## config.mk

```make
export PLATFORM = sky130hd
export DESIGN_NAME = pngu_predict
export DESIGN_NICKNAME = d
export VERILOG_FILES = /design/src/sv/pngu_pkg.sv /design/src/sv/pngu_predict.sv
export SDC_FILE = /design/constraint.sdc
export NUM_CORES = 1
export LEC_CHECK = 0
export ABC_AREA = 1
export BUFFER_PORTS_ARGS = -buffer_cell sky130_fd_sc_hd__buf_2
export CAP_MARGIN = 5
export CORE_MARGIN = 3
export CORE_UTILIZATION = 60
export DETAILED_ROUTE_END_ITERATION = 12
export PLACE_DENSITY = 0.83
export SLEW_MARGIN = 5
export SYNTH_ARGS = -nofsm -noshare
export SYNTH_HDL_FRONTEND = slang
export SYNTH_SLANG_ARGS = --single-unit
```

## constraint.sdc

```tcl
create_clock -name vclk -period 9.9
set_input_delay 1.485 -clock vclk [all_inputs]
set_output_delay 1.485 -clock vclk [all_outputs]
set_load 0.1 [all_outputs]
```

## src/sv/pngu_pkg.sv

```systemverilog
// pngu_pkg: shared widths, codes, types and the paeth predictor function
// for the png scanline unfilter block
// no dependencies
package pngu_pkg;

  localparam int unsigned RAW_W       = 8;
  localparam int unsigned BPP_W       = 3;
  localparam int unsigned ROW_BYTES_W = 14;
  localparam int unsigned ROWS_W      = 16;
  localparam int unsigned CFG_IDX_W   = 2;
  localparam int unsigned CFG_DATA_W  = 16;

  // filter codes as they arrive in the row's first byte, plus a marker for bad codes
  typedef enum logic [2:0] {
    FILT_NONE  = 3'd0,
    FILT_SUB   = 3'd1,
    FILT_UP    = 3'd2,
    FILT_AVG   = 3'd3,
    FILT_PAETH = 3'd4,
    FILT_BAD   = 3'd5
  } pngu_filter_e;

  // configuration register indexes
  typedef enum logic [CFG_IDX_W-1:0] {
    CFG_BPP        = 2'd0,
    CFG_ROW_BYTES  = 2'd1,
    CFG_IMAGE_ROWS = 2'd2
  } pngu_cfg_idx_e;

  // neighbours of the current byte
  typedef struct packed {
    logic [RAW_W-1:0] left;
    logic [RAW_W-1:0] up;
    logic [RAW_W-1:0] upleft;
  } pngu_nbr_t;

  // paeth predictor, ties go left, then up, then upper-left
  function automatic logic [RAW_W-1:0] paeth(input logic [RAW_W-1:0] a,
                                             input logic [RAW_W-1:0] b,
                                             input logic [RAW_W-1:0] c);
    logic [RAW_W+1:0] sum_ab;
    logic [RAW_W+1:0] sum_cc;
    logic [RAW_W+1:0] pa;
    logic [RAW_W+1:0] pb;
    logic [RAW_W+1:0] pc;
    sum_ab = {2'b00, a} + {2'b00, b};
    sum_cc = {2'b00, c} + {2'b00, c};
    pa = (b > c) ? {2'b00, b - c} : {2'b00, c - b};
    pb = (a > c) ? {2'b00, a - c} : {2'b00, c - a};
    pc = (sum_ab > sum_cc) ? (sum_ab - sum_cc) : (sum_cc - sum_ab);
    if (pa <= pb && pa <= pc) begin
      return a;
    end else if (pb <= pc) begin
      return b;
    end else begin
      return c;
    end
  endfunction

endpackage

```

## src/sv/pngu_predict.sv

```systemverilog
// pngu_predict: filter predictor and modulo-256 add for one byte
// depends on pngu_pkg (filter codes, neighbour struct, paeth function)
module pngu_predict import pngu_pkg::*; (
  input  pngu_filter_e     filter_i,
  input  pngu_nbr_t        nbr_i,
  input  logic [RAW_W-1:0] raw_i,
  output logic [RAW_W-1:0] val_o
);

  logic [RAW_W:0]   avg_sum;
  logic [RAW_W-1:0] pred;

  assign avg_sum = {1'b0, nbr_i.left} + {1'b0, nbr_i.up};

  // select prediction
  always_comb begin
    case (filter_i)
      FILT_SUB:   pred = nbr_i.left;
      FILT_UP:    pred = nbr_i.up;
      FILT_AVG:   pred = avg_sum[RAW_W:1];
      FILT_PAETH: pred = paeth(nbr_i.left, nbr_i.up, nbr_i.upleft);
      default:    pred = '0;
    endcase
  end

  // sum wraps at 256
  assign val_o = pred + raw_i;

endmodule

```

==> results.py, run 1 <==
metrics = {
    "run_status": {
        "run_status": "complete, no violations",
    },
    "timing": {
        "timing.final.max_slew_violations": 0,
        "worst_pin_slew_ps": 765,
        "final-setup-viol-count": 0,
        "max_freq_mhz": 105,
        "grt_setup_unrepaired": "true",
        "hold_fails_final_rpt": 0,
        "fin_hold_ws_ps": 3550,
        "relSlewSlack_pct": 48.6,
        "layout_worst_path_cycle_share_pct": 95.9,
        "period_minus_slack_ps": 9490,
    },
    "grt": {
        "grt_first_pass_wirelength_um": 18400,
        "grt_start_max_net_pins": 16,
        "antenna_found_initial": 0,
        "globalRouteTotalUtil_pct": 31.1,
        "grt_remaining_overflow": 0,
        "number_of_global_route_vias_before_repair": 3934,
    },
    "logic_synthesis": {
        "ys.warnings.count": 0,
        "synth_cell_type_count": 42,
        "synthCells": 586,
        "ys_seq_area_share_pct": 0,
        "synth_nets": 712,
        "post_synth.cell_area_avg_um2": 6.33,
        "netlist_area_um2": 3710,
    },
    "floorplanning": {
        "floorplan.die.height_um": 84.6,
        "fp.dieW_um": 84.6,
        "placementRows": 28,
        "floorplan.initialDensity_pct": 62.3,
        "design.portCount": 43,
        "die-area_um2": 7160,
        "core-area_um2": 5960,
    },
    "power_and_ir_drop": {
        "net-switching-power_mw": 0.489,
        "ir_drop_mv": 0.207,
        "share_clk_of_total_power_pct": 0,
        "share_of_total_power_consumed_by_net_switching_pct": 66.6,
        "p_int_mw": 0.246,
        "total_power_mw": 0.735,
        "comb_power_share_pct": 100.0,
        "sequentialPowerShare_pct": 0,
        "power_leakage_nw": 2.41,
        "power_density_nw_per_um2": 179,
    },
    "final_layout": {
        "finish.instance_area_um2": 4100,
        "finish.net_count": 757,
        "seqCellArea_um2": 0,
        "final.clkbuf_count": 0,
        "area.growth.synth_to_final_pct": 10.6,
        "multi_input_comb_area_um2": 3270,
        "sequential_cells": 0,
        "insertedDiodeCount": 0,
        "drive_gt1_share_pct": 14.1,
        "fill_cells": 536,
    },
    "detailed_routing": {
        "drtAntennaViolNets": 0,
        "drt_iter0_markers": 338,
        "wl_met1_um": 4820,
        "met3RoutedLength_um": 797,
        "drt_pre_antenna_iters": 6,
        "routed-wl-met2_um": 5390,
        "route.final.wire_length_um": 11500,
        "avgViaCountPerCell": 5.90,
        "routed_wire_length_per_instance_um": 16.4,
        "highest_routed_metal_layer": "met4",
        "drt_drc_violations_left": 0,
        "vias": 4152,
    },
    "placement": {
        "postPlaceCellArea_um2": 4000,
        "place_hpwl_um": 9900,
        "gp_routability_congestion": 1.09,
        "portBuffers": 43,
    },
    "worst_setup_path": {
        "slowest_stage": "ha_2",
        "worst-path-max-fanout": 13,
        "worst_path_dominant_cell_family": "compound AO/OA/AOI/OAI gates",
        "crit_buf_inv": 10,
        "required_ps": 8420,
        "crit_type": "input pin to primary output",
        "startpoint_type": "input pin",
        "setup.worst_path.end_class": "primary output",
        "critPathArrivalTime_ps": 8010,
        "critical-path-top-cell-by-count": "nand2_1",
        "timing.critical_path.slowest_cell_delay_ps": 420,
    },
    "job": {
        "maxCapViolations": 0,
    },
    "min_path": {
        "hold_class": "input pin to primary output",
    },
}
## worst min-delay path: cells and delay by family
family                     cells  cell delay [ps]
buffers and inverters          2              360
adders and majority gates      1              210
## what timing repair did
| item | CTS | global route |
|---|---|---|
| hold buffers | 0 | 0 |
| setup endpoints to repair | 0 | 4 |
| resized for setup | 0 | 13 |
| buffers inserted | 0 | 6 |
## logic make-up (layout without fill, tap and decap cells)
group | count (synthesis) | in the layout | synth area share (%)
fa+ha+maj | 91 | 91 | 32.3
simple gates | 210 | 210 | 25.8
buf+inv | 126 | 169 | 13.2
xor+xnor | 29 | 29 | 6.85
mux | 4 | 4 | 1.11
compound gates | 126 | 126 | 20.8
## Yosys cell counts (5+ instances only)
master,number,area [µm²]
nand2_2,9,56.3
o22ai_1,5,31.3
o21bai_1,8,60.1
a21o_1,5,37.5
o211ai_1,6,45.0
o21ai_0,25,125
nand3_1,34,170
nand2_1,124,465
a21oi_1,52,260
xor2_1,24,210
xnor2_1,5,43.8
o221ai_1,6,52.6
nor2_1,22,82.6
inv_1,116,435
fa_1,8,160
ha_1,83,1040
## path summary, 6_finish.rpt
kind,from,endpoint,cells past startpoint
worst max-delay path,nbr_i[17],val_o[7],50
worst min-delay path,raw_i[0],val_o[0],3
## layer usage
layer	vias to the layer above	track usage, %
met2	193	53.5
met5	-	0
li1	2014	-
met1	1892	40.1
met3	53	2.65
met4	0	11.7
## power groups by stage
stage / Combinational, mW / Clock [mW] / Sequential (mW)
after floorplan: 0.535 / 0 / 0
after global placement: 0.665 / 0 / 0
after detailed placement: 0.684 / 0 / 0
after CTS: 0.687 / 0 / 0
after global routing: 0.800 / 0 / 0
final: 0.735 / 0 / 0
## per-stage QoR
stage	util (%)	std cells	TNS (ps)	setup slack, ps
2_1_floorplan	-	586	0	125
3_3_place_gp	67.2	698	0	454
6_report	68.9	704	0	408
3_5_place_dp	67.2	698	0	179
5_1_grt	68.9	704	-70.5	-70.5
4_1_cts	67.2	698	0	173
## cell type report
cell class,instances,share of cell area (%)
timing repair buffer,50,6.96
multi-input combinational,460,79.8
tap,75,2.29
inverter,119,11.0
## cells in the final DEF, fill, tap and decap left out, types with 2 or more instances in the layout
master,Yosys,final
a21o_1,5,5
a21oi_1,52,48
a21oi_2,1,5
and2_1,2,2
buf_2,4,41
buf_4,0,7
fa_1,8,8
ha_1,83,80
ha_4,0,2
inv_1,116,116
inv_2,2,2
mux2i_1,3,3
nand2_1,124,124
nand2_2,9,9
nand2_4,4,3
nand3_1,34,34
nand3_2,3,3
nand4_1,3,3
nor2_1,22,22
nor2_4,2,2
nor3_1,4,4
o211ai_1,6,6
o211ai_2,3,3
o21a_1,3,3
o21ai_0,25,23
o21ai_1,4,6
o21ai_2,2,2
o21bai_1,8,8
o221ai_1,6,6
o22ai_1,5,5
or2_2,2,2
xnor2_1,5,5
xor2_1,24,24
Power figures use the tool's default switching activity.
==> run 2, diff against run 1 <==
- CORE_ASPECT_RATIO: not set -> 2
==> results.py, run 2 (synthesis results as in run 1) <==
metrics = {
    "timing": {
        "worst_slack_ps": 556,
        "final-setup-viol-count": 0,
        "worst_pin_slew_ps": 885,
        "period_minus_slack_ps": 9340,
        "finalSetupTns_ps": 0,
        "timing.final.max_slew_violations": 0,
        "hold_fails_final_rpt": 0,
        "layout_worst_path_cycle_share_pct": 94.4,
        "max_freq_mhz": 107,
        "relSlewSlack_pct": 40.6,
    },
    "placement": {
        "gp_routability_congestion": 1.05,
        "portBuffers": 43,
        "place_hpwl_um": 10000,
        "postPlaceCellArea_um2": 4000,
        "numPlacedInstances": 684,
        "dpl_worst_slack_ps": 26.3,
    },
    "final_layout": {
        "fill_cells": 518,
        "insertedDiodeCount": 0,
        "finish.instance_area_um2": 4170,
        "area.growth.synth_to_final_pct": 12.4,
        "finish.net_count": 762,
        "stdcell_count": 695,
        "final.clkbuf_count": 0,
        "most-common-layout-cells": "124 x nand2_1, 115 x inv_1, 80 x ha_1, 47 x a21oi_1, 41 x buf_2",
        "seqCellArea_um2": 0,
        "drive_gt1_share_pct": 15.8,
        "layout_commonest_cell": "nand2_1",
        "sequential_cells": 0,
    },
    "detailed_routing": {
        "drt_drc_violations_left": 0,
        "vias": 4254,
        "avgViaCountPerCell": 6.12,
        "route.final.wire_length_um": 11600,
        "routed_wire_length_per_instance_um": 16.7,
        "drtAntennaViolNets": 0,
        "drt_iter0_markers": 224,
        "drt_pre_antenna_iters": 7,
    },
    "power_and_ir_drop": {
        "total_power_mw": 0.748,
        "power_density_nw_per_um2": 179,
        "power_leakage_nw": 2.45,
        "ir_drop_mv": 0.169,
    },
    "floorplanning": {
        "fp.dieW_um": 61.6,
        "floorplan.die.height_um": 117,
        "core-area_um2": 5860,
        "placementRows": 39,
        "die-area_um2": 7220,
        "design.portCount": 43,
        "floorplan.initialDensity_pct": 63.4,
    },
    "job": {
        "maxCapViolations": 0,
    },
    "grt": {
        "number_of_global_route_vias_before_repair": 4302,
        "grt_remaining_overflow": 0,
        "globalRouteTotalUtil_pct": 33.8,
        "grt_first_pass_wirelength_um": 18900,
        "antenna_found_initial": 0,
        "grt_start_max_net_pins": 16,
    },
    "worst_setup_path": {
        "timing.critical_path.slowest_cell_delay_ps": 350,
        "critPathArrivalTime_ps": 7860,
        "startpoint_type": "input pin",
        "crit_buf_inv": 9,
        "worst_path_dominant_cell_family": "compound AO/OA/AOI/OAI gates",
        "setup.worst_path.end_class": "primary output",
        "crit_type": "input pin to primary output",
        "worst-path-max-fanout": 10,
        "critical-path-top-cell-by-count": "nand2_1",
        "required_ps": 8420,
        "slowest_stage": "ha_1",
    },
    "clock_network": {
        "holdBufCountCts": 0,
    },
    "run_status": {
        "run_status": "complete, no violations",
    },
    "min_path": {
        "hold_class": "input pin to primary output",
    },
}
run 2: tightest hold or removal path: cells and delay by family:
family	cells	cell delay [ps]
XOR/XNOR	1	110
adder cells (fa/ha/maj)	1	170
buffers and inverters	2	250
run 2: metrics by stage:
step	hold WS [ps]	util, %
after CTS	3510	68.3
after global placement	3480	68.3
after global routing	3530	71.2
after detailed placement	3500	68.3
final	3500	71.2
after floorplan	3520	-
run 2: layout make-up:
type	instances	area (µm²)	share of cell area (%)
Inverter	119	452	10.8
Multi-Input combinational cell	460	3310	79.3
Tap cell	61	76.3	1.83
Timing Repair Buffer	55	335	8.04
run 2: final timing paths:
path / startpoint / to / slack, ps / cells after the start
max: nbr_i[9] / val_o[7] / 560 / 49
min: raw_i[6] / val_o[6] / 3500 / 4
run 2: metal layers:
layer / GRT usage, % / up-vias / routed length [µm] / share of wire, %
li1: - / 2021 / - / -
met1: 32.9 / 1909 / 3830 / 33
met2: 62.7 / 228 / 6180 / 53
met3: 2.41 / 96 / 539 / 4.6
met4: 23.8 / 0 / 1080 / 9.3
met5: 0 / - / 0 / 0
run 2: repair_timing:
action                     4_1_cts  5_1_grt
resized for setup                0       21
buffers inserted                 0       11
setup endpoints to repair        0        4
hold endpoints to repair         0        0
run 2: power by group:
group          internal, mW  switching, mW
sequential                0              0
combinational         0.256          0.492
clock                     0              0
